<file path="src/rtl/fdsr_pkg.sv">
package fdsr_pkg;

  localparam int unsigned IN_DW  = 40;
  localparam int unsigned OUT_DW = 40;
  localparam int unsigned CFG_AW = 3;
  localparam int unsigned CFG_DW = 16;

  localparam logic [CFG_AW-1:0] REG_GAIN      = 3'd0;
  localparam logic [CFG_AW-1:0] REG_VEL_THR   = 3'd1;
  localparam logic [CFG_AW-1:0] REG_LIMIT     = 3'd2;
  localparam logic [CFG_AW-1:0] REG_RAMP_STRT = 3'd3;
  localparam logic [CFG_AW-1:0] REG_RAMP_STOP = 3'd4;
  localparam logic [CFG_AW-1:0] REG_RAMP_END  = 3'd5;
  localparam logic [CFG_AW-1:0] REG_TICK_MS   = 3'd6;

  localparam logic [7:0]  TICK_MS_RST = 8'd2;
  localparam logic [15:0] UNITY       = 16'd256;
  localparam logic [15:0] ELAPSED_MAX = 16'hFFFF;
  localparam logic [15:0] SAT_POS     = 16'h7FFF;
  localparam logic [15:0] SAT_NEG     = 16'h8000;

  typedef enum logic [2:0] {
    ST_IDLE,
    ST_CALC,
    ST_MULV,
    ST_MULN,
    ST_DIVS,
    ST_DIVW,
    ST_MUL2,
    ST_FIN
  } state_t;

  typedef struct packed {
    logic load;
    logic calc;
    logic mulv;
    logic muln;
    logic div_start;
    logic mul2;
    logic fin;
  } dp_cmd_t;

  typedef struct packed {
    logic interp;
    logic div_done;
  } dp_sts_t;

endpackage

</file>
<file path="src/rtl/fdsr_div.sv">
module fdsr_div (
  input  logic        clk,
  input  logic        rst_n,
  input  logic        start,
  input  logic [31:0] dividend,
  input  logic [15:0] divisor,
  output logic        done,
  output logic [15:0] quotient
);

  logic [15:0] rem_r,  rem_nxt;
  logic [31:0] quo_r,  quo_nxt;
  logic [4:0]  cnt_r,  cnt_nxt;
  logic        busy_r, busy_nxt;
  logic        done_r, done_nxt;
  logic [16:0] rem_sh;
  logic [16:0] rem_sub;

  // one restoring step per cycle, dividend bits enter from the top
  always_comb begin
    rem_sh   = {rem_r, quo_r[31]};
    rem_sub  = rem_sh - {1'b0, divisor};
    rem_nxt  = rem_r;
    quo_nxt  = quo_r;
    cnt_nxt  = cnt_r;
    busy_nxt = busy_r;
    done_nxt = 1'b0;
    if (start) begin
      rem_nxt  = '0;
      quo_nxt  = dividend;
      cnt_nxt  = '0;
      busy_nxt = 1'b1;
    end else if (busy_r) begin
      if (!rem_sub[16]) begin
        rem_nxt = rem_sub[15:0];
        quo_nxt = {quo_r[30:0], 1'b1};
      end else begin
        rem_nxt = rem_sh[15:0];
        quo_nxt = {quo_r[30:0], 1'b0};
      end
      cnt_nxt = cnt_r + 5'd1;
      if (cnt_r == 5'd31) begin
        busy_nxt = 1'b0;
        done_nxt = 1'b1;
      end
    end
  end

  always_ff @(posedge clk) begin
    if (!rst_n) begin
      busy_r <= 1'b0;
      done_r <= 1'b0;
      cnt_r  <= '0;
    end else begin
      busy_r <= busy_nxt;
      done_r <= done_nxt;
      cnt_r  <= cnt_nxt;
    end
  end

  always_ff @(posedge clk) begin
    rem_r <= rem_nxt;
    quo_r <= quo_nxt;
  end

  assign done     = done_r;
  assign quotient = quo_r[15:0];

endmodule

</file>
<file path="src/rtl/fdsr_ctrl.sv">
module fdsr_ctrl (
  input  logic              clk,
  input  logic              rst_n,
  input  logic              in_tvalid,
  output logic              in_tready,
  output logic              out_tvalid,
  input  logic              out_tready,
  input  fdsr_pkg::dp_sts_t sts,
  output fdsr_pkg::dp_cmd_t cmd
);

  fdsr_pkg::state_t state_r, state_nxt;
  logic             out_vld_r, out_vld_nxt;

  always_comb begin
    state_nxt   = state_r;
    cmd         = '0;
    out_vld_nxt = out_vld_r;
    if (out_tready) begin
      out_vld_nxt = 1'b0;
    end
    unique case (state_r)
      fdsr_pkg::ST_IDLE: begin
        if (in_tvalid) begin
          cmd.load  = 1'b1;
          state_nxt = fdsr_pkg::ST_CALC;
        end
      end
      fdsr_pkg::ST_CALC: begin
        cmd.calc  = 1'b1;
        state_nxt = fdsr_pkg::ST_MULV;
      end
      fdsr_pkg::ST_MULV: begin
        cmd.mulv  = 1'b1;
        state_nxt = fdsr_pkg::ST_MULN;
      end
      fdsr_pkg::ST_MULN: begin
        cmd.muln  = 1'b1;
        state_nxt = sts.interp ? fdsr_pkg::ST_DIVS : fdsr_pkg::ST_MUL2;
      end
      fdsr_pkg::ST_DIVS: begin
        cmd.div_start = 1'b1;
        state_nxt     = fdsr_pkg::ST_DIVW;
      end
      fdsr_pkg::ST_DIVW: begin
        if (sts.div_done) begin
          state_nxt = fdsr_pkg::ST_MUL2;
        end
      end
      fdsr_pkg::ST_MUL2: begin
        cmd.mul2  = 1'b1;
        state_nxt = fdsr_pkg::ST_FIN;
      end
      fdsr_pkg::ST_FIN: begin
        // hold until the output register is free
        if (!out_vld_r || out_tready) begin
          cmd.fin     = 1'b1;
          out_vld_nxt = 1'b1;
          state_nxt   = fdsr_pkg::ST_IDLE;
        end
      end
      default: begin
        state_nxt = fdsr_pkg::ST_IDLE;
      end
    endcase
  end

  always_ff @(posedge clk) begin
    if (!rst_n) begin
      state_r   <= fdsr_pkg::ST_IDLE;
      out_vld_r <= 1'b0;
    end else begin
      state_r   <= state_nxt;
      out_vld_r <= out_vld_nxt;
    end
  end

  assign in_tready  = (state_r == fdsr_pkg::ST_IDLE);
  assign out_tvalid = out_vld_r;

endmodule

</file>
<file path="src/rtl/fdsr_dp.sv">
module fdsr_dp (
  input  logic                          clk,
  input  logic                          rst_n,
  input  logic                          cfg_we,
  input  logic [fdsr_pkg::CFG_AW-1:0]   cfg_addr,
  input  logic [fdsr_pkg::CFG_DW-1:0]   cfg_wdata,
  input  logic [fdsr_pkg::IN_DW-1:0]    in_tdata,
  input  fdsr_pkg::dp_cmd_t             cmd,
  output fdsr_pkg::dp_sts_t             sts,
  output logic [fdsr_pkg::OUT_DW-1:0]   out_tdata
);

  // configuration
  logic [15:0] gain_r;
  logic [14:0] vel_thr_r;
  logic [14:0] limit_r;
  logic [15:0] ramp_strt_r;
  logic [15:0] ramp_stop_r;
  logic [15:0] ramp_end_r;
  logic [7:0]  tick_ms_r;

  logic [15:0] elapsed_r, elapsed_nxt;

  // captured item
  logic [15:0] assist_r;
  logic [15:0] vel_r;
  logic        fault_r;
  logic        operate_r;
  logic [1:0]  pol_r;

  // working registers
  logic [15:0] absv_r;
  logic [21:0] velmag_r;
  logic        gt_stop_r, le_start_r, ge_stop_r, done_r;
  logic        endneg_r;
  logic [31:0] num_r;
  logic [15:0] den_r;
  logic [15:0] mult_r;
  logic [29:0] dmag_r;
  logic [15:0] cmd_out_r;
  logic [15:0] polar_out_r;
  logic        done_out_r;

  logic [16:0] elapsed_sum;
  logic [31:0] velprod;
  logic [15:0] endmag;
  logic [15:0] tdiff;
  logic [31:0] numprod;
  logic [37:0] dprod;
  logic        div_done;
  logic [15:0] quotient;
  logic [16:0] interp_mult;
  logic [14:0] dclamp;
  logic        vel_pos;
  logic [15:0] damp;
  logic [15:0] torque;
  logic signed [17:0] polar_full;
  logic [15:0] polar_sat;

  always_ff @(posedge clk) begin
    if (!rst_n) begin
      gain_r      <= '0;
      vel_thr_r   <= '0;
      limit_r     <= '0;
      ramp_strt_r <= '0;
      ramp_stop_r <= '0;
      ramp_end_r  <= '0;
      tick_ms_r   <= fdsr_pkg::TICK_MS_RST;
    end else if (cfg_we) begin
      unique case (cfg_addr)
        fdsr_pkg::REG_GAIN:      gain_r      <= cfg_wdata;
        fdsr_pkg::REG_VEL_THR:   vel_thr_r   <= cfg_wdata[14:0];
        fdsr_pkg::REG_LIMIT:     limit_r     <= cfg_wdata[14:0];
        fdsr_pkg::REG_RAMP_STRT: ramp_strt_r <= cfg_wdata;
        fdsr_pkg::REG_RAMP_STOP: ramp_stop_r <= cfg_wdata;
        fdsr_pkg::REG_RAMP_END:  ramp_end_r  <= cfg_wdata;
        fdsr_pkg::REG_TICK_MS:   tick_ms_r   <= cfg_wdata[7:0];
        default: ;
      endcase
    end
  end

  // elapsed counter: advance and saturate under fault, clear otherwise
  assign elapsed_sum = {1'b0, elapsed_r} + {9'd0, tick_ms_r};
  always_comb begin
    if (!fault_r) begin
      elapsed_nxt = '0;
    end else if (elapsed_sum[16]) begin
      elapsed_nxt = fdsr_pkg::ELAPSED_MAX;
    end else begin
      elapsed_nxt = elapsed_sum[15:0];
    end
  end

  always_ff @(posedge clk) begin
    if (!rst_n) begin
      elapsed_r <= '0;
    end else if (cmd.calc) begin
      elapsed_r <= elapsed_nxt;
    end
  end

  assign velprod = absv_r * gain_r;
  assign endmag  = endneg_r ? (fdsr_pkg::UNITY - ramp_end_r)
                            : (ramp_end_r - fdsr_pkg::UNITY);
  assign tdiff   = elapsed_r - ramp_strt_r;
  assign numprod = endmag * tdiff;
  assign dprod   = velmag_r * mult_r;

  // quotient stays below the distance from unity to the end factor, so the
  // sum lies between the two and stays in 16 bits
  assign interp_mult = endneg_r ? ({1'b0, fdsr_pkg::UNITY} - {1'b0, quotient})
                                : ({1'b0, fdsr_pkg::UNITY} + {1'b0, quotient});

  fdsr_div u_div (
    .clk      (clk),
    .rst_n    (rst_n),
    .start    (cmd.div_start),
    .dividend (num_r),
    .divisor  (den_r),
    .done     (div_done),
    .quotient (quotient)
  );

  always_ff @(posedge clk) begin
    if (cmd.load) begin
      assist_r  <= in_tdata[15:0];
      vel_r     <= in_tdata[31:16];
      fault_r   <= in_tdata[32];
      operate_r <= in_tdata[33];
      pol_r     <= in_tdata[35:34];
    end
    if (cmd.calc) begin
      absv_r <= vel_r[15] ? (~vel_r + 16'd1) : vel_r;
    end
    if (cmd.mulv) begin
      velmag_r   <= velprod[31:10];
      gt_stop_r  <= elapsed_r > ramp_stop_r;
      le_start_r <= elapsed_r <= ramp_strt_r;
      ge_stop_r  <= elapsed_r >= ramp_stop_r;
      done_r     <= (elapsed_r >= ramp_stop_r) ||
                    ((elapsed_r > ramp_strt_r) && (absv_r < {1'b0, vel_thr_r}));
      endneg_r   <= ramp_end_r < fdsr_pkg::UNITY;
      den_r      <= ramp_stop_r - ramp_strt_r;
    end
    if (cmd.muln) begin
      num_r <= numprod;
      if (gt_stop_r) begin
        mult_r <= '0;
      end else if (le_start_r) begin
        mult_r <= fdsr_pkg::UNITY;
      end else begin
        mult_r <= ramp_end_r;
      end
    end
    if (div_done) begin
      mult_r <= interp_mult[15:0];
    end
    if (cmd.mul2) begin
      dmag_r <= dprod[37:8];
    end
    if (cmd.fin) begin
      cmd_out_r   <= torque;
      polar_out_r <= polar_sat;
      done_out_r  <= done_r;
    end
  end

  assign sts.interp   = !gt_stop_r && !le_start_r && !ge_stop_r;
  assign sts.div_done = div_done;

  // clamp, oppose the velocity, then select
  assign dclamp  = (dmag_r > {15'd0, limit_r}) ? limit_r : dmag_r[14:0];
  assign vel_pos = !vel_r[15] && (vel_r != 16'd0);
  assign damp    = vel_pos ? (16'd0 - {1'b0, dclamp}) : {1'b0, dclamp};

  always_comb begin
    if (!operate_r || done_r) begin
      torque = '0;
    end else if (fault_r) begin
      torque = damp;
    end else begin
      torque = assist_r;
    end
  end

  assign polar_full = $signed({{2{torque[15]}}, torque}) *
                      $signed({{16{pol_r[1]}}, pol_r});

  always_comb begin
    if (polar_full > 18'sd32767) begin
      polar_sat = fdsr_pkg::SAT_POS;
    end else if (polar_full < -18'sd32768) begin
      polar_sat = fdsr_pkg::SAT_NEG;
    end else begin
      polar_sat = polar_full[15:0];
    end
  end

  assign out_tdata = {7'd0, done_out_r, polar_out_r, cmd_out_r};

endmodule

</file>
<file path="src/rtl/fault_damping_shutdown_ramp.sv">
// Channel | Direction | Handshake            | Content
// in_     | input     | in_tvalid/in_tready   | one tick: torque, velocity, flags
// out_    | output    | out_tvalid/out_tready | torque command, polar copy, done
// cfg_    | input     | cfg_we                | register index and write data
//
// An item passes the calc, multiply and finish steps; when the elapsed time
// lies strictly inside the ramp, the 32-step serial divider runs before the
// second multiply. A new item is taken only once the last one is finished.
// rst_n is synchronous: it clears the sequencer, the output valid, the
// elapsed counter and loads the register reset values.
// A stalled output holds in its register; the next item is accepted meanwhile
// and waits in its last step until the register frees up.
module fault_damping_shutdown_ramp (
  input  logic                        clk,
  input  logic                        rst_n,
  input  logic                        cfg_we,
  input  logic [fdsr_pkg::CFG_AW-1:0] cfg_addr,
  input  logic [fdsr_pkg::CFG_DW-1:0] cfg_wdata,
  input  logic                        in_tvalid,
  output logic                        in_tready,
  // [15:0] assist_torque, [31:16] motor_velocity, [32] fault_active,
  // [33] operate_mode, [35:34] assembly_polarity, [39:36] zero
  input  logic [fdsr_pkg::IN_DW-1:0]  in_tdata,
  output logic                        out_tvalid,
  input  logic                        out_tready,
  // [15:0] torque_cmd, [31:16] torque_cmd_polar, [32] damping_done,
  // [39:33] zero
  output logic [fdsr_pkg::OUT_DW-1:0] out_tdata
);

  fdsr_pkg::dp_cmd_t cmd;
  fdsr_pkg::dp_sts_t sts;

  fdsr_ctrl u_ctrl (
    .clk        (clk),
    .rst_n      (rst_n),
    .in_tvalid  (in_tvalid),
    .in_tready  (in_tready),
    .out_tvalid (out_tvalid),
    .out_tready (out_tready),
    .sts        (sts),
    .cmd        (cmd)
  );

  fdsr_dp u_dp (
    .clk       (clk),
    .rst_n     (rst_n),
    .cfg_we    (cfg_we),
    .cfg_addr  (cfg_addr),
    .cfg_wdata (cfg_wdata),
    .in_tdata  (in_tdata),
    .cmd       (cmd),
    .sts       (sts),
    .out_tdata (out_tdata)
  );

endmodule

</file>
<file path="config.mk">
export PLATFORM = sky130hd
export DESIGN_NAME = fault_damping_shutdown_ramp
export DESIGN_NICKNAME = d
export VERILOG_FILES = /design/src/rtl/fdsr_pkg.sv /design/src/rtl/fdsr_div.sv /design/src/rtl/fdsr_ctrl.sv /design/src/rtl/fdsr_dp.sv /design/src/rtl/fault_damping_shutdown_ramp.sv
export SDC_FILE = /design/constraint.sdc
export NUM_CORES = 2
export LEC_CHECK = 0
export ABC_AREA = 0
export BUFFER_PORTS_ARGS = -buffer_cell sky130_fd_sc_hd__buf_2
export CAP_MARGIN = 20
export CELL_PAD_IN_SITES_DETAIL_PLACEMENT = 2
export CELL_PAD_IN_SITES_GLOBAL_PLACEMENT = 2
export CORE_ASPECT_RATIO = 1.5
export CORE_MARGIN = 2
export CORE_UTILIZATION = 39
export CTS_BUF_LIST = sky130_fd_sc_hd__clkbuf_4 sky130_fd_sc_hd__clkbuf_8
export CTS_CLUSTER_SIZE = 40
export DETAILED_ROUTE_END_ITERATION = 8
export PLACE_DENSITY_LB_ADDON = 0.1
export SLEW_MARGIN = 20
export SYNTH_ARGS = -nofsm -noshare
export SYNTH_HDL_FRONTEND = slang
export SYNTH_HIERARCHICAL = 1
export SYNTH_SLANG_ARGS = --single-unit
</file>
<file path="constraint.sdc">
create_clock -name clk -period 7.67 [get_ports clk]
set_input_delay 1.534 -clock clk [delete_from_list [all_inputs] [get_ports clk]]
set_output_delay 1.534 -clock clk [all_outputs]
set_load 0.01 [all_outputs]
</file>
==> Yosys cells after proc, flatten, opt, wreduce, memory -nomap -nowiden <==
Index checks and enable logic that the tools add are counted.
{ "totals": {"regBits": 383, "word_cells": 146} }
{ "op_classes": {"n_addsub": 11, "n_mul": 4, "n_lt_le_gt_ge": 9, "n_eq_ne": 17, "n_mux": 39, "bitwise_logic": 3, "reduce_logical": 28} }
{ "op_table": {"columns": ["operator", "count"], "rows": [
  ["2-to-1 mux 16 bit", 13],
  ["multiplier 16 x 16 -> 32 bit", 2],
  ["2-to-1 mux 32 bit", 2],
  ["multiplier 22 x 16 -> 38 bit", 1],
  ["> comparator 16 bit", 2],
  ["subtractor 16 bit", 2],
  ["subtractor 9 x 16 -> 16 bit (first input constant)", 2],
  ["> comparator 30 x 15 -> 1 bit", 1],
  ["2-to-1 mux 15 bit", 2],
  ["one-hot mux 3 bit (8 select lines)", 1],
  ["equality test 3 bit (second input constant)", 7],
  ["> comparator 18 x 16 -> 1 bit (second input constant)", 1],
  ["less-than comparator 18 x 16 -> 1 bit (second input constant)", 1],
  ["multiplier 16 x 2 -> 18 bit", 1],
  ["adder 16 x 8 -> 17 bit", 1],
  ["2-to-1 mux 1 bit", 17],
  ["subtractor 17 x 16 -> 17 bit", 1],
  ["adder 16 x 1 -> 16 bit (second input constant)", 1],
  ["adder 9 x 16 -> 16 bit (first input constant)", 1],
  ["greater-or-equal comparator 16 bit", 1],
  ["<= comparator 16 bit", 1],
  ["less-than comparator 16 x 15 -> 1 bit", 1],
  ["less-than comparator 16 x 9 -> 1 bit (second input constant)", 1],
  ["NOT 16 bit", 1],
  ["21 further kinds", 47]
]} }

==> Depth between registers and ports, before layout <==
{ "depth": {"word_depth": 9, "depth_mapped": 34, "ltp_nobuf": 33} }

==> Cells and area by module <==
Netlist, hierarchy kept.
{ "modules_own_cells": {"columns": ["mod", "n_inst", "cells_per_inst", "area_each_um2", "seq_area_each_um2"], "rows": [
  ["fdsr_dp", 1, 4893, 44821.7, 8548.2],
  ["fdsr_div", 1, 312, 3413.3, 1421.4],
  ["fdsr_ctrl", 1, 32, 262.8, 80.1]
]} }

==> Worst setup path after synthesis <==
No wires, ideal clock.
{ "synth_timing": {"path_kind": "reg2reg", "from": "reg u_dp.ramp_strt_r[1]", "to": "reg u_dp.num_r[30] (data pin)", "setup_ns": 0.266, "arrival_ns": 7.480, "required_time_ns": 7.404, "path_slack_ns": -0.076, "stages_incl_launch_ff": 33, "n_path_buf": 1, "period_less_slack_ns": 7.746, "path_cell_list": "dfxtp_1 -> inv_1 -> ha_1 -> nor2b_1 -> o21ai_1 -> a21boi_1 -> o21ai_1 -> a21oi_1 -> o21a_1 -> o31a_1 -> o41ai_4 -> buf_2 -> mux2i_1 -> fa_1 -> inv_1 -> fa_1 -> fa_1 -> fa_1 -> inv_1 -> fa_1 -> inv_1 -> fa_1 -> inv_1 -> ha_1 -> a21o_1 -> a21o_1 -> a21oi_1 -> o21ai_0 -> a31oi_1 -> a2bb2oi_1 -> o31ai_1 -> o41ai_1 -> xnor2_1"} }
{ "synth_between": {"elab_chain_len": 2} }
{ "synth_rtl": {"columns": ["item", "line", "source"], "rows": [
  ["start: declaration", "fdsr_dp.sv:17", "logic [15:0] ramp_strt_r;"],
  ["start signal: assignment", "fdsr_dp.sv:74", "fdsr_pkg::REG_RAMP_STRT: ramp_strt_r <= cfg_wdata;"],
  ["subtractor 16 bit", "fdsr_dp.sv:106", "assign tdiff = elapsed_r - ramp_strt_r;"],
  ["multiplier 16 x 16 -> 32 bit", "fdsr_dp.sv:107", "assign numprod = endmag * tdiff;"],
  ["named net u_dp.numprod[30]", "fdsr_dp.sv:48", "logic [31:0] numprod;"],
  ["end signal: assignment", "fdsr_dp.sv:147", "num_r <= numprod;"],
  ["end: declaration", "fdsr_dp.sv:36", "logic [31:0] num_r;"]
]} }
The timed path passes the listed nets, and every way through them passes these cells.
A chain may end at the register's enable or synchronous reset.

==> Worst setup path in the final report <==
{ "layout_timing": {"from": "reg u_dp.ramp_strt_r[1]", "to": "reg u_dp.num_r[29] (data pin)"} }
Same word-level chain as after synthesis.

==> metrics.txt <==
global-route wire length before repair=258000 um; Vias/cell=5.28; post-synthesis cell type count=98; Tmin final=7.95 ns; Avg WL per Cell=23.5 um; Crit path buffers/inverters=10; largest net degree at the start of global routing=65; Net Sw Frac=47.9%; Root Driver=clkbuf_8; Top FF cell, synth=edfxtp_1; # DRC=0; num ports=106; Design Power=17.9 mW; Core ar.=124000 um2; CP required=8.13 ns; asr flop ratio synth=0%; count of final hold-check violations=0; CP max-delay cell=fa_1; Syn-to-layout area delta=12.3%; CP Max Fanout=4; CP arrival=8.42 ns; TritonCTS Sinks=383; clock buffer depth=3; Cell Rows=158; Psw=8.56 mW; # H-tree levels=3; antenna violations before repair=8; GRT Overall Usage=26.6%; Worst-path clk slew=0.07 ns; nets=6677; post-synthesis area per instance=9.26 um2; Worst Hold Class=register to register; DIE AREA=127000 um2; synth warn=6; Pre-antenna DRT Iters=5; EDFF count, synth=238; Max rail drop VDD=0.515 mV; f_max=0.126 GHz; P_int=9.32 mW; sequential share of power=17.3%; Clk network pwr share=12.0%; status=finished with violations; Final period util=104%; Top Family by Delay on Critical Path=adder cells; CTS tree=built; Die H=436 um; slowest stage delay, CP=0.58 ns; share of cells above drive strength 1=12.7%; post-route ant nets=0; fill count=13500; Pleak=24.7 nW; Initial Util=39.3%; relative slew slack=21.7%; post-synthesis register bit count=383; grt total ovfl=0; Clk Latency, worst-skew pair=0.73 ns; part of the Yosys area used for sequential elements=20.7%; Core Util, Final=44.1%; worst hold margin=0.467 ns; pwr dens=328 nW/um2; setup ws final=-0.285 ns; Logic pwr share=70.7%; buffers added on ports=94; Max Cap Violations=0; Total Routed Length=168000 um; clk_skew=0.0324 ns; max-slew violations=0; Post-Syn Area=48500 um2; hold buffers post-CTS=0; crit-path most repeated cell=fa_1; number of global-route vias before repair=44100; Place WS=-0.592 ns; Startpoint Class=register; hpwl dp=136000 um; Syn Inst Count=5237; CTS buffer count=70; Placed Instances=6997; Setup-failing EPs final=7; RSZ-0062 raised after global routing=true; failing checks=negative setup slack; kind of critical path=register to register; gpl congestion=0.872; routed via count=37800; crit path capture type=register; final non-filler cell total=7148; Slew @ Worst Pin=1.17 ns; Initial DRC Count=1272; Die Width=292 um
## placed cells by master (no fill, tap or decap), types with 116 or more instances in the layout
master | Yosys | layout
dfxtp_1 | 145 | 143
buf_4 | 30 | 290
nand2_1 | 830 | 830
inv_1 | 892 | 880
xnor2_1 | 117 | 116
a21oi_1 | 128 | 121
edfxtp_1 | 238 | 238
and2_1 | 272 | 271
fa_1 | 670 | 661
nor2_1 | 237 | 232
ha_1 | 453 | 442
## sequential cells by signal, indices dropped and copies added, names as in the netlist, 22 cells and up
| signal | count |
|---|---|
| u_dp/velmag_r | 22 |
| u_dp/u_div/quo_r | 32 |
| u_dp/dmag_r | 30 |
| u_dp/num_r | 32 |
## metal layers
metal  vias up  wire, um  GRT usage, %  part of all wire (%)
li1      17100         -             -                     -
met1     19900     60900          27.7                    36
met2       453     96900          53.9                    58
met3       267      3190          2.34                   1.9
met4         8      6790          10.3                   4.0
met5         -        46             0                 0.027
## final timing paths
path,start,to,slack (ns),cells past startpoint
worst max-delay path,u_dp/ramp_strt_r[1],u_dp/num_r[29],-0.28,34
worst min-delay path,u_dp/vel_thr_r[1],u_dp/vel_thr_r[1],0.47,2
worst max register to register,u_dp/ramp_strt_r[1],u_dp/num_r[29],-0.28,34
worst min register to register,u_dp/vel_thr_r[1],u_dp/vel_thr_r[1],0.47,2
## cells by family after synthesis
group | synth area share, %
other cells | 0.00773
flops | 20.7
buf+inv | 9.06
simple gates | 16.3
mux | 2.49
compound gates | 8.71
xor+xnor | 3.35
fa+ha+maj | 39.3
## power by group through the flow
stage / logic, mW / registers, mW / clock network, mW
6_report: 12.6 / 3.09 / 2.14
5_1_grt: 14.1 / 3.11 / 2.30
3_5_place_dp: 12.1 / 3.13 / 0
3_3_place_gp: 11.7 / 3.12 / 0
2_1_floorplan: 7.99 / 2.99 / 0
4_1_cts: 12.5 / 3.09 / 2.22
## worst min-delay path: cells and delay by family, from the launching register on
family,cells,cell delay [ns]
flip-flops,1,0.31
AO/OA/AOI/OAI,1,0.06
AND/OR/NAND/NOR,1,0.05
## synth_stat cells, types with 9 or more instances
cell type,instances,area [um2]
a22o_1,16,140
and3_1,24,150
xnor2_1,117,1020
nor3_1,56,280
a21oi_1,128,641
or2_2,9,56.3
a21boi_0,112,841
o21ai_0,88,440
buf_1,9,33.8
a211oi_1,31,233
o21bai_1,10,75.1
nor2_1,237,890
inv_1,892,3350
edfxtp_1,238,7150
o211ai_1,10,75.1
nand3_1,62,310
nand2_1,830,3120
ha_1,453,5670
nand4_1,26,163
xor2_1,62,543
a21o_1,43,323
a31oi_1,28,175
mux2i_1,66,661
clkbuf_1,184,691
nor4_1,16,100
mux2_2,44,495
o21a_1,39,293
nand2b_1,71,444
nor2b_1,44,275
fa_1,670,13400
dfxtp_1,145,2900
buf_4,30,225
o31ai_1,15,113
or3_1,16,100
and2_1,272,1700
## metrics by stage
step / instance area [um2] / setup TNS [ns]
global route: 54500 / -3.32
global placement: 52300 / -2.51
finish: 54500 / -1.06
CTS: 54100 / -1.28
detailed placement: 52300 / -4.92
floorplan: 48500 / 0
## timing repair
action	CTS	global route
gates cloned	0	0
pin swaps	44	38
hold endpoints to repair	0	0
setup endpoints to repair	12	12
resized for setup	69	59
buffers inserted	12	10
## layout make-up
cell class / instances / area (um2) / share of cell area [%]
Sequential cell: 383 / 10100 / 18.5
Multi-Input combinational cell: 3734 / 34600 / 63.5
Tap cell: 1600 / 2000 / 3.67
Antenna cell: 3 / 7.51 / 0.0138
Clock buffer: 87 / 1120 / 2.06
Clock inverter: 40 / 340 / 0.625
Timing Repair Buffer: 406 / 2980 / 5.47
Inverter: 895 / 3360 / 6.17
No activity file was read; power rests on OpenSTA's default activity.
